`src/hdl/raid_parity_check_and_recover_assert.svh`:
```
// ----------------------------------------------------------------------------
// raid parity check assertion macros
// concurrent checks on clk, disabled while rst_n is low
// ----------------------------------------------------------------------------
`ifndef RAID_PARITY_CHECK_AND_RECOVER_ASSERT_SVH
`define RAID_PARITY_CHECK_AND_RECOVER_ASSERT_SVH

`ifndef ASSERT_OFF
`define RPCR_ASSERT_IMP(lbl, ant, cons) \
  lbl: assert property (@(posedge clk) disable iff (!rst_n) (ant) |-> (cons)) \
    else $error("same-cycle check failed");
`define RPCR_ASSERT_NXT(lbl, ant, cons) \
  lbl: assert property (@(posedge clk) disable iff (!rst_n) (ant) |=> (cons)) \
    else $error("next-cycle check failed");
`else
`define RPCR_ASSERT_IMP(lbl, ant, cons)
`define RPCR_ASSERT_NXT(lbl, ant, cons)
`endif

`endif

```
`src/hdl/rpcr_pkg.sv`:
```
// ----------------------------------------------------------------------------
// rpcr_pkg
// constants, register indexes and the sequencer program of the parity block
// ----------------------------------------------------------------------------
`timescale 1ns / 1ps
`default_nettype none

package rpcr_pkg;

  localparam int LANES         = 8;
  localparam int MAX_DISKS     = 8;
  localparam int MAX_UNIT_BITS = 64;
  localparam int DISK_CAP_RAW  = (MAX_DISKS < LANES) ? MAX_DISKS : LANES;
  localparam int DISK_CAP      = (DISK_CAP_RAW < 2) ? 2 : DISK_CAP_RAW;
  localparam int DATA_W        = 64;
  localparam int CFG_ADDR_W    = 2;
  localparam int DISK_W        = 3;
  localparam int DC_W          = 4;
  localparam int UB_REG_W      = 7;

  localparam logic            PARITY_ODD_RST = 1'b0;
  localparam logic [DC_W-1:0] DISK_COUNT_RST = 4'd3;
  localparam logic [6:0]      UNIT_BITS_RST  = 7'd4;

  typedef enum logic [CFG_ADDR_W-1:0] {
    REG_PARITY_ODD = 2'd0,
    REG_DISK_COUNT = 2'd1,
    REG_UNIT_BITS  = 2'd2
  } reg_idx_t;

  typedef enum logic [2:0] {
    STEP_FETCH   = 3'b001,
    STEP_EMIT    = 3'b010,
    STEP_VERDICT = 3'b100
  } step_t;

  typedef enum logic [1:0] {
    EMIT_NONE,
    EMIT_DATA,
    EMIT_VERDICT
  } emit_t;

  typedef enum logic [1:0] {
    COND_NEVER,
    COND_BUSY,
    COND_UNIT_END,
    COND_LAST_PEND
  } cond_t;

  typedef struct packed {
    logic  take_in;
    emit_t emit;
    cond_t cond1;
    step_t tgt1;
    cond_t cond2;
    step_t tgt2;
    step_t dflt;
  } ctrl_t;

  function automatic ctrl_t ucode(input step_t step);
    ctrl_t w;
    unique case (step)
      STEP_FETCH:   w = '{1'b1, EMIT_NONE, COND_UNIT_END, STEP_EMIT,
                          COND_NEVER, STEP_FETCH, STEP_FETCH};
      STEP_EMIT:    w = '{1'b0, EMIT_DATA, COND_BUSY, STEP_EMIT,
                          COND_LAST_PEND, STEP_VERDICT, STEP_FETCH};
      STEP_VERDICT: w = '{1'b0, EMIT_VERDICT, COND_BUSY, STEP_VERDICT,
                          COND_NEVER, STEP_FETCH, STEP_FETCH};
      default:      w = '{1'b0, EMIT_NONE, COND_NEVER, STEP_FETCH,
                          COND_NEVER, STEP_FETCH, STEP_FETCH};
    endcase
    return w;
  endfunction

endpackage

`default_nettype wire

```
`src/hdl/rpcr_if.sv`:
```
// ----------------------------------------------------------------------------
// rpcr channel interfaces
// column input, result output and register write channels
// ----------------------------------------------------------------------------
`timescale 1ns / 1ps
`default_nettype none

interface rpcr_in_if;
  logic       valid;
  logic       ready;
  logic [7:0] disk_bits;
  logic [7:0] erased_mask;
  logic       last_column;
  modport source (output valid, disk_bits, erased_mask, last_column, input ready);
  modport sink   (input valid, disk_bits, erased_mask, last_column, output ready);
endinterface

interface rpcr_out_if;
  logic        valid;
  logic        ready;
  logic        kind;
  logic [2:0]  disk_index;
  logic [63:0] unit_data;
  logic        set_valid;
  logic        last;
  modport source (output valid, kind, disk_index, unit_data, set_valid, last,
                  input ready);
  modport sink   (input valid, kind, disk_index, unit_data, set_valid, last,
                  output ready);
endinterface

interface rpcr_cfg_if;
  logic       valid;
  logic       ready;
  logic [1:0] addr;
  logic [7:0] data;
  modport source (output valid, addr, data, input ready);
  modport sink   (input valid, addr, data, output ready);
endinterface

`default_nettype wire

```
`src/hdl/raid_parity_check_and_recover.sv`:
```
// ----------------------------------------------------------------------------
// raid_parity_check_and_recover
// xor parity check and single-erasure rebuild, one bit column per transfer
// ----------------------------------------------------------------------------
// One column is taken per cycle while a stripe unit fills. When a unit ends
// (unit_bits columns, or a last column) the sequencer walks the disks one per
// cycle, emitting each data disk's unit and skipping the parity disk, but
// holds on a data disk while the output register is stalled; a last column
// then adds a verdict. No column is taken during that walk. Results pass
// through a single output register, so the consumer may stall at will.
// Registers are written through the cfg channel, which is always ready.
`timescale 1ns / 1ps
`default_nettype none

module raid_parity_check_and_recover #(
  parameter int MAX_UNIT_BITS = rpcr_pkg::MAX_UNIT_BITS
) (
  input  wire        clk,
  input  wire        rst_n,
  rpcr_in_if.sink    in_ch,
  rpcr_out_if.source out_ch,
  rpcr_cfg_if.sink   cfg_ch
);
  import rpcr_pkg::*;

  localparam int W     = MAX_UNIT_BITS;
  localparam int CNT_W = $clog2(MAX_UNIT_BITS + 1);

  logic                parity_odd_r;
  logic [DC_W-1:0]     disk_count_r;
  logic [UB_REG_W-1:0] unit_bits_r;

  step_t               step_r, step_nxt;
  logic [W-1:0]        shift_r [LANES];
  logic [W-1:0]        shift_nxt [LANES];
  logic [CNT_W-1:0]    column_r, column_nxt;
  logic [DISK_W-1:0]   parity_disk_r, parity_disk_nxt;
  logic [DISK_W-1:0]   disk_idx_r, disk_idx_nxt;
  logic                set_bad_r, set_bad_nxt;
  logic                last_pend_r, last_pend_nxt;

  logic                out_valid_r, out_valid_nxt;
  logic                out_kind_r;
  logic [DISK_W-1:0]   out_disk_r;
  logic [DATA_W-1:0]   out_data_r;
  logic                out_set_valid_r;
  logic                out_last_r;

  ctrl_t               ctrl;
  logic [DC_W-1:0]     dc_eff;
  logic [CNT_W-1:0]    ub_eff;
  logic [LANES-1:0]    dmask, er, raw, col_bits;
  logic                er_none, er_one, par, bad_col;
  logic [CNT_W-1:0]    cnt;
  logic                in_xfer, unit_end, out_free;
  logic                skip, advance, idx_last, walk_done;
  logic [DISK_W-1:0]   dc_m1, last_data_idx;
  logic [CNT_W-1:0]    pad;
  logic [W-1:0]        umask, lane_data;
  logic                load_data, load_verd, step_busy, c1, c2;

  // register writes
  assign cfg_ch.ready = 1'b1;

  always_ff @(posedge clk) begin
    if (!rst_n) begin
      parity_odd_r <= PARITY_ODD_RST;
      disk_count_r <= DISK_COUNT_RST;
      unit_bits_r  <= UNIT_BITS_RST;
    end else if (cfg_ch.valid) begin
      case (cfg_ch.addr)
        REG_PARITY_ODD: parity_odd_r <= cfg_ch.data[0];
        REG_DISK_COUNT: disk_count_r <= cfg_ch.data[DC_W-1:0];
        REG_UNIT_BITS:  unit_bits_r  <= cfg_ch.data[UB_REG_W-1:0];
        default: ;
      endcase
    end
  end

  // effective sizes
  always_comb begin
    if (disk_count_r < DC_W'(2)) dc_eff = DC_W'(2);
    else if (disk_count_r > DC_W'(DISK_CAP)) dc_eff = DC_W'(DISK_CAP);
    else dc_eff = disk_count_r;
    if (unit_bits_r == '0) ub_eff = CNT_W'(1);
    else if (unit_bits_r > UB_REG_W'(MAX_UNIT_BITS)) ub_eff = CNT_W'(MAX_UNIT_BITS);
    else ub_eff = CNT_W'(unit_bits_r);
  end

  // column check and rebuild
  always_comb begin
    for (int i = 0; i < LANES; i++) begin
      dmask[i] = (DC_W'(i) < dc_eff);
    end
    er       = in_ch.erased_mask & dmask;
    raw      = in_ch.disk_bits & dmask & ~er;
    er_none  = (er == '0);
    er_one   = $onehot(er);
    par      = (^raw) ^ parity_odd_r;
    col_bits = (er_one && par) ? (raw | er) : raw;
    bad_col  = (er_none && par) || (!er_none && !er_one);
  end

  // sequencer
  assign ctrl         = ucode(step_r);
  assign in_ch.ready  = ctrl.take_in;
  assign in_xfer      = in_ch.valid && ctrl.take_in;
  assign cnt          = column_r + CNT_W'(1);
  assign unit_end     = (cnt >= ub_eff) || in_ch.last_column;
  assign out_free     = !out_valid_r || out_ch.ready;

  assign dc_m1         = DISK_W'(dc_eff - DC_W'(1));
  assign last_data_idx = (parity_disk_r == dc_m1) ? DISK_W'(dc_eff - DC_W'(2)) : dc_m1;
  assign skip          = (disk_idx_r == parity_disk_r);
  assign advance       = skip || out_free;
  assign idx_last      = (disk_idx_r == dc_m1);
  assign walk_done     = advance && idx_last;
  assign load_data     = (ctrl.emit == EMIT_DATA) && !skip && out_free;
  assign load_verd     = (ctrl.emit == EMIT_VERDICT) && out_free;

  assign pad       = (column_r < ub_eff) ? CNT_W'(ub_eff - column_r) : '0;
  assign umask     = ~({W{1'b1}} << ub_eff);
  assign lane_data = (shift_r[disk_idx_r] << pad) & umask;

  always_comb begin
    unique case (ctrl.emit)
      EMIT_DATA:    step_busy = !walk_done;
      EMIT_VERDICT: step_busy = !out_free;
      default:      step_busy = !in_xfer;
    endcase
  end

  function automatic logic cond_eval(input cond_t c, input logic busy,
                                     input logic uend, input logic lpend);
    logic r;
    unique case (c)
      COND_BUSY:      r = busy;
      COND_UNIT_END:  r = uend;
      COND_LAST_PEND: r = lpend;
      default:        r = 1'b0;
    endcase
    return r;
  endfunction

  assign c1 = cond_eval(ctrl.cond1, step_busy, in_xfer && unit_end, last_pend_r);
  assign c2 = cond_eval(ctrl.cond2, step_busy, in_xfer && unit_end, last_pend_r);

  always_comb begin
    step_nxt        = c1 ? ctrl.tgt1 : (c2 ? ctrl.tgt2 : ctrl.dflt);
    shift_nxt       = shift_r;
    column_nxt      = column_r;
    parity_disk_nxt = parity_disk_r;
    disk_idx_nxt    = disk_idx_r;
    set_bad_nxt     = set_bad_r;
    last_pend_nxt   = last_pend_r;
    if (in_xfer) begin
      for (int i = 0; i < LANES; i++) begin
        shift_nxt[i] = (shift_r[i] << 1) | W'(col_bits[i]);
      end
      column_nxt    = cnt;
      set_bad_nxt   = set_bad_r | bad_col;
      last_pend_nxt = in_ch.last_column;
    end
    if (ctrl.emit == EMIT_DATA && advance) begin
      disk_idx_nxt = disk_idx_r + DISK_W'(1);
      if (idx_last) begin
        for (int i = 0; i < LANES; i++) shift_nxt[i] = '0;
        column_nxt      = '0;
        disk_idx_nxt    = '0;
        parity_disk_nxt = ((DC_W'(parity_disk_r) + DC_W'(1)) >= dc_eff) ?
                          '0 : parity_disk_r + DISK_W'(1);
      end
    end
    if (load_verd) begin
      for (int i = 0; i < LANES; i++) shift_nxt[i] = '0;
      column_nxt      = '0;
      parity_disk_nxt = '0;
      set_bad_nxt     = 1'b0;
      last_pend_nxt   = 1'b0;
    end
  end

  always_ff @(posedge clk) begin
    if (!rst_n) begin
      step_r        <= STEP_FETCH;
      column_r      <= '0;
      parity_disk_r <= '0;
      disk_idx_r    <= '0;
      set_bad_r     <= 1'b0;
      last_pend_r   <= 1'b0;
      for (int i = 0; i < LANES; i++) shift_r[i] <= '0;
    end else begin
      step_r        <= step_nxt;
      column_r      <= column_nxt;
      parity_disk_r <= parity_disk_nxt;
      disk_idx_r    <= disk_idx_nxt;
      set_bad_r     <= set_bad_nxt;
      last_pend_r   <= last_pend_nxt;
      shift_r       <= shift_nxt;
    end
  end

  // output register
  assign out_valid_nxt = (load_data || load_verd) ? 1'b1 :
                         (out_ch.ready ? 1'b0 : out_valid_r);

  always_ff @(posedge clk) begin
    if (!rst_n) begin
      out_valid_r <= 1'b0;
    end else begin
      out_valid_r <= out_valid_nxt;
    end
  end

  always_ff @(posedge clk) begin
    if (load_data) begin
      out_kind_r      <= 1'b0;
      out_disk_r      <= disk_idx_r;
      out_data_r      <= DATA_W'(lane_data);
      out_set_valid_r <= !set_bad_r;
      out_last_r      <= (disk_idx_r == last_data_idx) && !last_pend_r;
    end else if (load_verd) begin
      out_kind_r      <= 1'b1;
      out_disk_r      <= '0;
      out_data_r      <= '0;
      out_set_valid_r <= !set_bad_r;
      out_last_r      <= 1'b1;
    end
  end

  assign out_ch.valid      = out_valid_r;
  assign out_ch.kind       = out_kind_r;
  assign out_ch.disk_index = out_disk_r;
  assign out_ch.unit_data  = out_data_r;
  assign out_ch.set_valid  = out_set_valid_r;
  assign out_ch.last       = out_last_r;

  // checks
  `include "raid_parity_check_and_recover_assert.svh"

  `RPCR_ASSERT_IMP(a_take_only_in_fetch, in_ch.valid && in_ch.ready, step_r == STEP_FETCH)
  `RPCR_ASSERT_IMP(a_verdict_is_last, out_valid_r && out_kind_r, out_last_r)
  `RPCR_ASSERT_NXT(a_set_cleared, load_verd, (column_r == '0) && !set_bad_r && !last_pend_r)

endmodule

`default_nettype wire
```
`src/flat_wrapper.sv`:
```
// flat-port wrapper written by rule: the top's interface ports become plain ports
module raid_parity_check_and_recover_flat import rpcr_pkg::*;
#(
  parameter int MAX_UNIT_BITS = rpcr_pkg::MAX_UNIT_BITS
)
  (clk, rst_n, in_ch_valid, in_ch_disk_bits, in_ch_erased_mask, in_ch_last_column, in_ch_ready, out_ch_valid, out_ch_kind, out_ch_disk_index, out_ch_unit_data, out_ch_set_valid, out_ch_last, out_ch_ready, cfg_ch_valid, cfg_ch_addr, cfg_ch_data, cfg_ch_ready);
  rpcr_in_if in_ch_i ();
  rpcr_out_if out_ch_i ();
  rpcr_cfg_if cfg_ch_i ();
  input  wire clk;
  input  wire rst_n;
  input wire logic [$bits(in_ch_i.valid)-1:0] in_ch_valid;
  input wire logic [$bits(in_ch_i.disk_bits)-1:0] in_ch_disk_bits;
  input wire logic [$bits(in_ch_i.erased_mask)-1:0] in_ch_erased_mask;
  input wire logic [$bits(in_ch_i.last_column)-1:0] in_ch_last_column;
  output wire logic [$bits(in_ch_i.ready)-1:0] in_ch_ready;
  output wire logic [$bits(out_ch_i.valid)-1:0] out_ch_valid;
  output wire logic [$bits(out_ch_i.kind)-1:0] out_ch_kind;
  output wire logic [$bits(out_ch_i.disk_index)-1:0] out_ch_disk_index;
  output wire logic [$bits(out_ch_i.unit_data)-1:0] out_ch_unit_data;
  output wire logic [$bits(out_ch_i.set_valid)-1:0] out_ch_set_valid;
  output wire logic [$bits(out_ch_i.last)-1:0] out_ch_last;
  input wire logic [$bits(out_ch_i.ready)-1:0] out_ch_ready;
  input wire logic [$bits(cfg_ch_i.valid)-1:0] cfg_ch_valid;
  input wire logic [$bits(cfg_ch_i.addr)-1:0] cfg_ch_addr;
  input wire logic [$bits(cfg_ch_i.data)-1:0] cfg_ch_data;
  output wire logic [$bits(cfg_ch_i.ready)-1:0] cfg_ch_ready;
  assign in_ch_i.valid = in_ch_valid;
  assign in_ch_i.disk_bits = in_ch_disk_bits;
  assign in_ch_i.erased_mask = in_ch_erased_mask;
  assign in_ch_i.last_column = in_ch_last_column;
  assign in_ch_ready = in_ch_i.ready;
  assign out_ch_valid = out_ch_i.valid;
  assign out_ch_kind = out_ch_i.kind;
  assign out_ch_disk_index = out_ch_i.disk_index;
  assign out_ch_unit_data = out_ch_i.unit_data;
  assign out_ch_set_valid = out_ch_i.set_valid;
  assign out_ch_last = out_ch_i.last;
  assign out_ch_i.ready = out_ch_ready;
  assign cfg_ch_i.valid = cfg_ch_valid;
  assign cfg_ch_i.addr = cfg_ch_addr;
  assign cfg_ch_i.data = cfg_ch_data;
  assign cfg_ch_ready = cfg_ch_i.ready;
  raid_parity_check_and_recover #(.MAX_UNIT_BITS(MAX_UNIT_BITS)) u_core (.clk(clk), .rst_n(rst_n), .in_ch(in_ch_i), .out_ch(out_ch_i), .cfg_ch(cfg_ch_i));
endmodule
```
`config.mk`:
```
export PLATFORM = sky130hd
export DESIGN_NAME = raid_parity_check_and_recover_flat
export DESIGN_NICKNAME = d
export VERILOG_FILES = /design/src/hdl/rpcr_pkg.sv /design/src/hdl/rpcr_if.sv /design/src/hdl/raid_parity_check_and_recover.sv /design/src/flat_wrapper.sv
export VERILOG_INCLUDE_DIRS = /design/src /design/src/hdl
export SDC_FILE = /design/constraint.sdc
export NUM_CORES = 2
export LEC_CHECK = 0
export BUFFER_PORTS_ARGS = -buffer_cell sky130_fd_sc_hd__buf_4
export CORE_MARGIN = 1.5
export CORE_UTILIZATION = 36
export CTS_BUF_LIST = sky130_fd_sc_hd__clkbuf_2
export DETAILED_ROUTE_END_ITERATION = 10
export MAX_ROUTING_LAYER = met4
export PLACE_DENSITY = 0.6
export SLEW_MARGIN = 20
export SYNTH_ARGS = -nofsm -noshare
export SYNTH_HDL_FRONTEND = slang
export SYNTH_SLANG_ARGS = --single-unit
export TNS_END_PERCENT = 100
```
`constraint.sdc`:
```
create_clock -name clk -period 14.4 [get_ports clk]
set_clock_uncertainty 0.05 [all_clocks]
set_input_delay 1.44 -clock clk [delete_from_list [all_inputs] [get_ports clk]]
set_output_delay 1.44 -clock clk [all_outputs]
set_load 0.02 [all_outputs]
```
==> impl_metrics.json <==
{
  "synth-adder-area-share": 0.0162,
  "grt-ovfl-total": 0,
  "critPathMaxStageDelay_ps": 850,
  "max_freq_mhz": 160,
  "drt_via_density": 5.47,
  "layout_min_cycle_time_ps": 6260,
  "clk_transition_reported_paths_ps": 120,
  "timing_max_transition_violations_final": 0,
  "dieHeight_um": 300,
  "cp-end-kind": "register",
  "vdd_ir_drop_max_v": 0.0000597,
  "arrival_ps": 7310,
  "cts.repair_timing.setup_buffer_count": 0,
  "unrepaired_setup_endpoints_after_global_routing": "false",
  "wirelength_um": 93200,
  "detailedPlacementHpwl_um": 61200,
  "design.portCount": 105,
  "proportion_of_layout_cells_with_a_drive_suffix_above_1": 0.156,
  "max_cap_viol": 0,
  "synth-warning-count": 0,
  "mostFrequentLayoutCells": "1175 x nand2_1, 593 x a21oi_1, 541 x dfxtp_1, 217 x clkbuf_2, 145 x buf_4",
  "grt_antenna_before_repair": 2,
  "drt-pass1-iter-count": 8,
  "worst_setup_path_start_kind": "register",
  "globalplace.congestion": 0.974,
  "cts.repair.resized": 0,
  "setup_viol_count_final": 0,
  "layout_commonest_cell": "nand2_1",
  "cellPowerDensity_nw_per_um2": 110,
  "root_buf_cell": "clkbuf_2",
  "initial_utilization": 0.365,
  "synth_top_flop_cell": "dfxtp_1",
  "port_buffers": 102,
  "fraction_of_the_cycle_the_final_worst_path_needs": 0.434,
  "seq_area_um2": 13000,
  "syn_area_per_cell_um2": 8.37,
  "critPathLaunch": "u_core.unit_bits_r[6]",
  "yosys_register_bits": 613,
  "worstHoldPathType": "input pin to register",
  "syn-num-nets": 3864,
  "floorplan_row_count": 108,
  "clockBufferDepth": 3,
  "worstPathCellList": "clkinv_1 -> nand2_1 -> inv_1 -> ha_1 -> a21oi_1 -> o22a_1 -> nand2_1 -> buf_4 -> mux2_1 -> a222oi_1 -> buf_4 -> nor2_1 -> or4_1 -> a2111oi_2",
  "final_nets": 3869,
  "grt_max_degree": 245,
  "tritoncts_num_sinks": 613,
  "hold_viol": 0,
  "insertion_delay_ps": 1370,
  "crit_fanout": 24,
  "avgRoutedWirePerCell_um": 18.4,
  "max_slew_margin": 0.110,
  "detailedRoute.firstIterationViolations": 2874,
  "setup_tns_ps": 0,
  "synthDistinctLibCells": 90,
  "fin_cells": 5063,
  "power_leakage_nw": 11.6,
  "route.antenna.remaining_nets": 0,
  "multi_input_area_um2": 17400,
  "placed_cells": 4799,
  "synth-seq-area-share": 0.408,
  "worst_ep_required_time_ps": 15450,
  "synth_top_family_by_area": "simple AND/OR/NAND/NOR gates",
  "r2r-start": "u_core.unit_bits_r[6]",
  "asyncSetResetFlopFracSynth": 0,
  "worst_hold_startpoint": "cfg_ch_data[2]",
  "die_w_um": 300,
  "syn_to_final_growth_pct": 8.97,
  "cts_tree": "built",
  "synth_mux_area_frac": 0.149,
  "synth_compound_gate_area_share": 0.180,
  "crit_path_top_delay_cell": "dfxtp_1",
  "drt_drc_violations_left": 0,
  "netlist_area_before_placement_um2": 31800,
  "gate_count_of_the_mapped_netlist": 3794,
  "via_count": 27700,
  "synth-xor-area-share": 0.00938,
  "grt_first_pass_wirelength_um": 148000,
  "htree_levels": 4,
  "fp.dieArea_um2": 90000,
  "first_global_vias": 26200,
  "synth-edff-count": 69,
  "synth_simple_gate_area_share": 0.189,
  "ctsHoldBuffers": 0,
  "grtUsageTotal": 0.210,
  "fill_cells": 9020,
  "cts-buffers-inserted": 153,
  "floorplan_core_area_um2": 87000,
  "status": "finished clean",
  "tightest_slew_ps": 1340,
  "timing.setup.critical_path_class": "register to register"
}
==> cell usage after synthesis, drive strengths merged (22+ instances only) <==
master	number	share of area
a211oi	48	0.012
a21oi	596	0.094
buf	102	0.018
clkbuf	199	0.024
dfxtp	544	0.34
edfxtp	69	0.065
ha	33	0.013
inv	49	0.0058
mux2	58	0.021
mux2i	111	0.035
mux4	132	0.094
nand2	1177	0.14
nand3	31	0.0049
nor2	138	0.016
nor2b	22	0.0043
nor3	39	0.0061
o211ai	35	0.0084
o21ai	87	0.014
xnor2	22	0.0061
==> final timing paths <==
| path | end | slack [ps] | cells past startpoint |
|---|---|---|---|
| max | u_core.out_ch.unit_data[61] | 8140 | 14 |
| min | u_core.unit_bits_r[2] | 310 | 3 |
| max reg2reg | u_core.out_ch.unit_data[61] | 8140 | 14 |
| min reg2reg | u_core.shift_r[218] | 360 | 2 |
==> per-stage QoR <==
stage / instance area (um^2) / hold slack [ps] / utilization / power, mW / setup WS (ps)
after floorplan: 31800 / 377 / - / 2.33 / 9710
after global placement: 33200 / 388 / 0.381 / 2.60 / 8360
after detailed placement: 33200 / 397 / 0.381 / 2.59 / 8350
after CTS: 34600 / 85.0 / 0.398 / 3.82 / 8340
after global routing: 34600 / 143 / 0.398 / 3.99 / 7680
final: 34600 / 312 / 0.398 / 3.79 / 8140
==> power by group <==
part | leakage, nW | internal, mW | switching (mW)
clock | 1.05 | 0.497 | 0.709
combinational | 5.59 | 0.238 | 0.615
sequential | 5.00 | 1.73 | 0.00742
total | 11.6 | 2.46 | 1.33
==> logic make-up (layout without fill, tap and decap cells) <==
logic type | Yosys count | count (layout)
DFF | 613 | 613
AOI/OAI and AO/OA | 964 | 964
and+or+nand+nor | 1492 | 1492
buffers and inverters | 351 | 462
adders and majority gates | 38 | 38
xor gates and xnor gates | 34 | 34
other | 1 | 4
muxes | 301 | 301
==> critical path: cells and delay by family (launching register included) <==
kind,cells,cell delay (ps)
AOI/OAI and AO/OA,4,1630
adders and majority gates,1,430
buffers and inverters,4,1300
DFF,1,850
muxes,1,340
and+or+nand+nor,4,1430
==> state kept, by name, indices dropped and copies added (netlist names), 3 cells and up <==
name,flops
u_core.column_r,7
u_core.out_ch.disk_index,3
u_core.out_ch.unit_data,64
u_core.disk_count_r,4
u_core.unit_bits_r,7
u_core.parity_disk_r,3
u_core.shift_r,512
u_core.disk_idx_r,3
u_core.step_r,3
==> routing by layer <==
| metal | routed length, um | global-route usage |
|---|---|---|
| met1 | 42100 | 0.277 |
| met2 | 42400 | 0.314 |
| met3 | 5490 | 0.0408 |
| met4 | 3230 | 0.0861 |
| met5 | 0 | - |
==> final cells by class <==
class,count,area share
clock buffers,217,0.0314
clock inverters,44,0.00972
diodes,3,0.000217
flip-flops and latches,613,0.375
inverters,50,0.00542
multi-input cells,2830,0.502
well taps,1155,0.0418
repair buffers,151,0.0349
No activity file was read; power rests on OpenSTA's default activity.
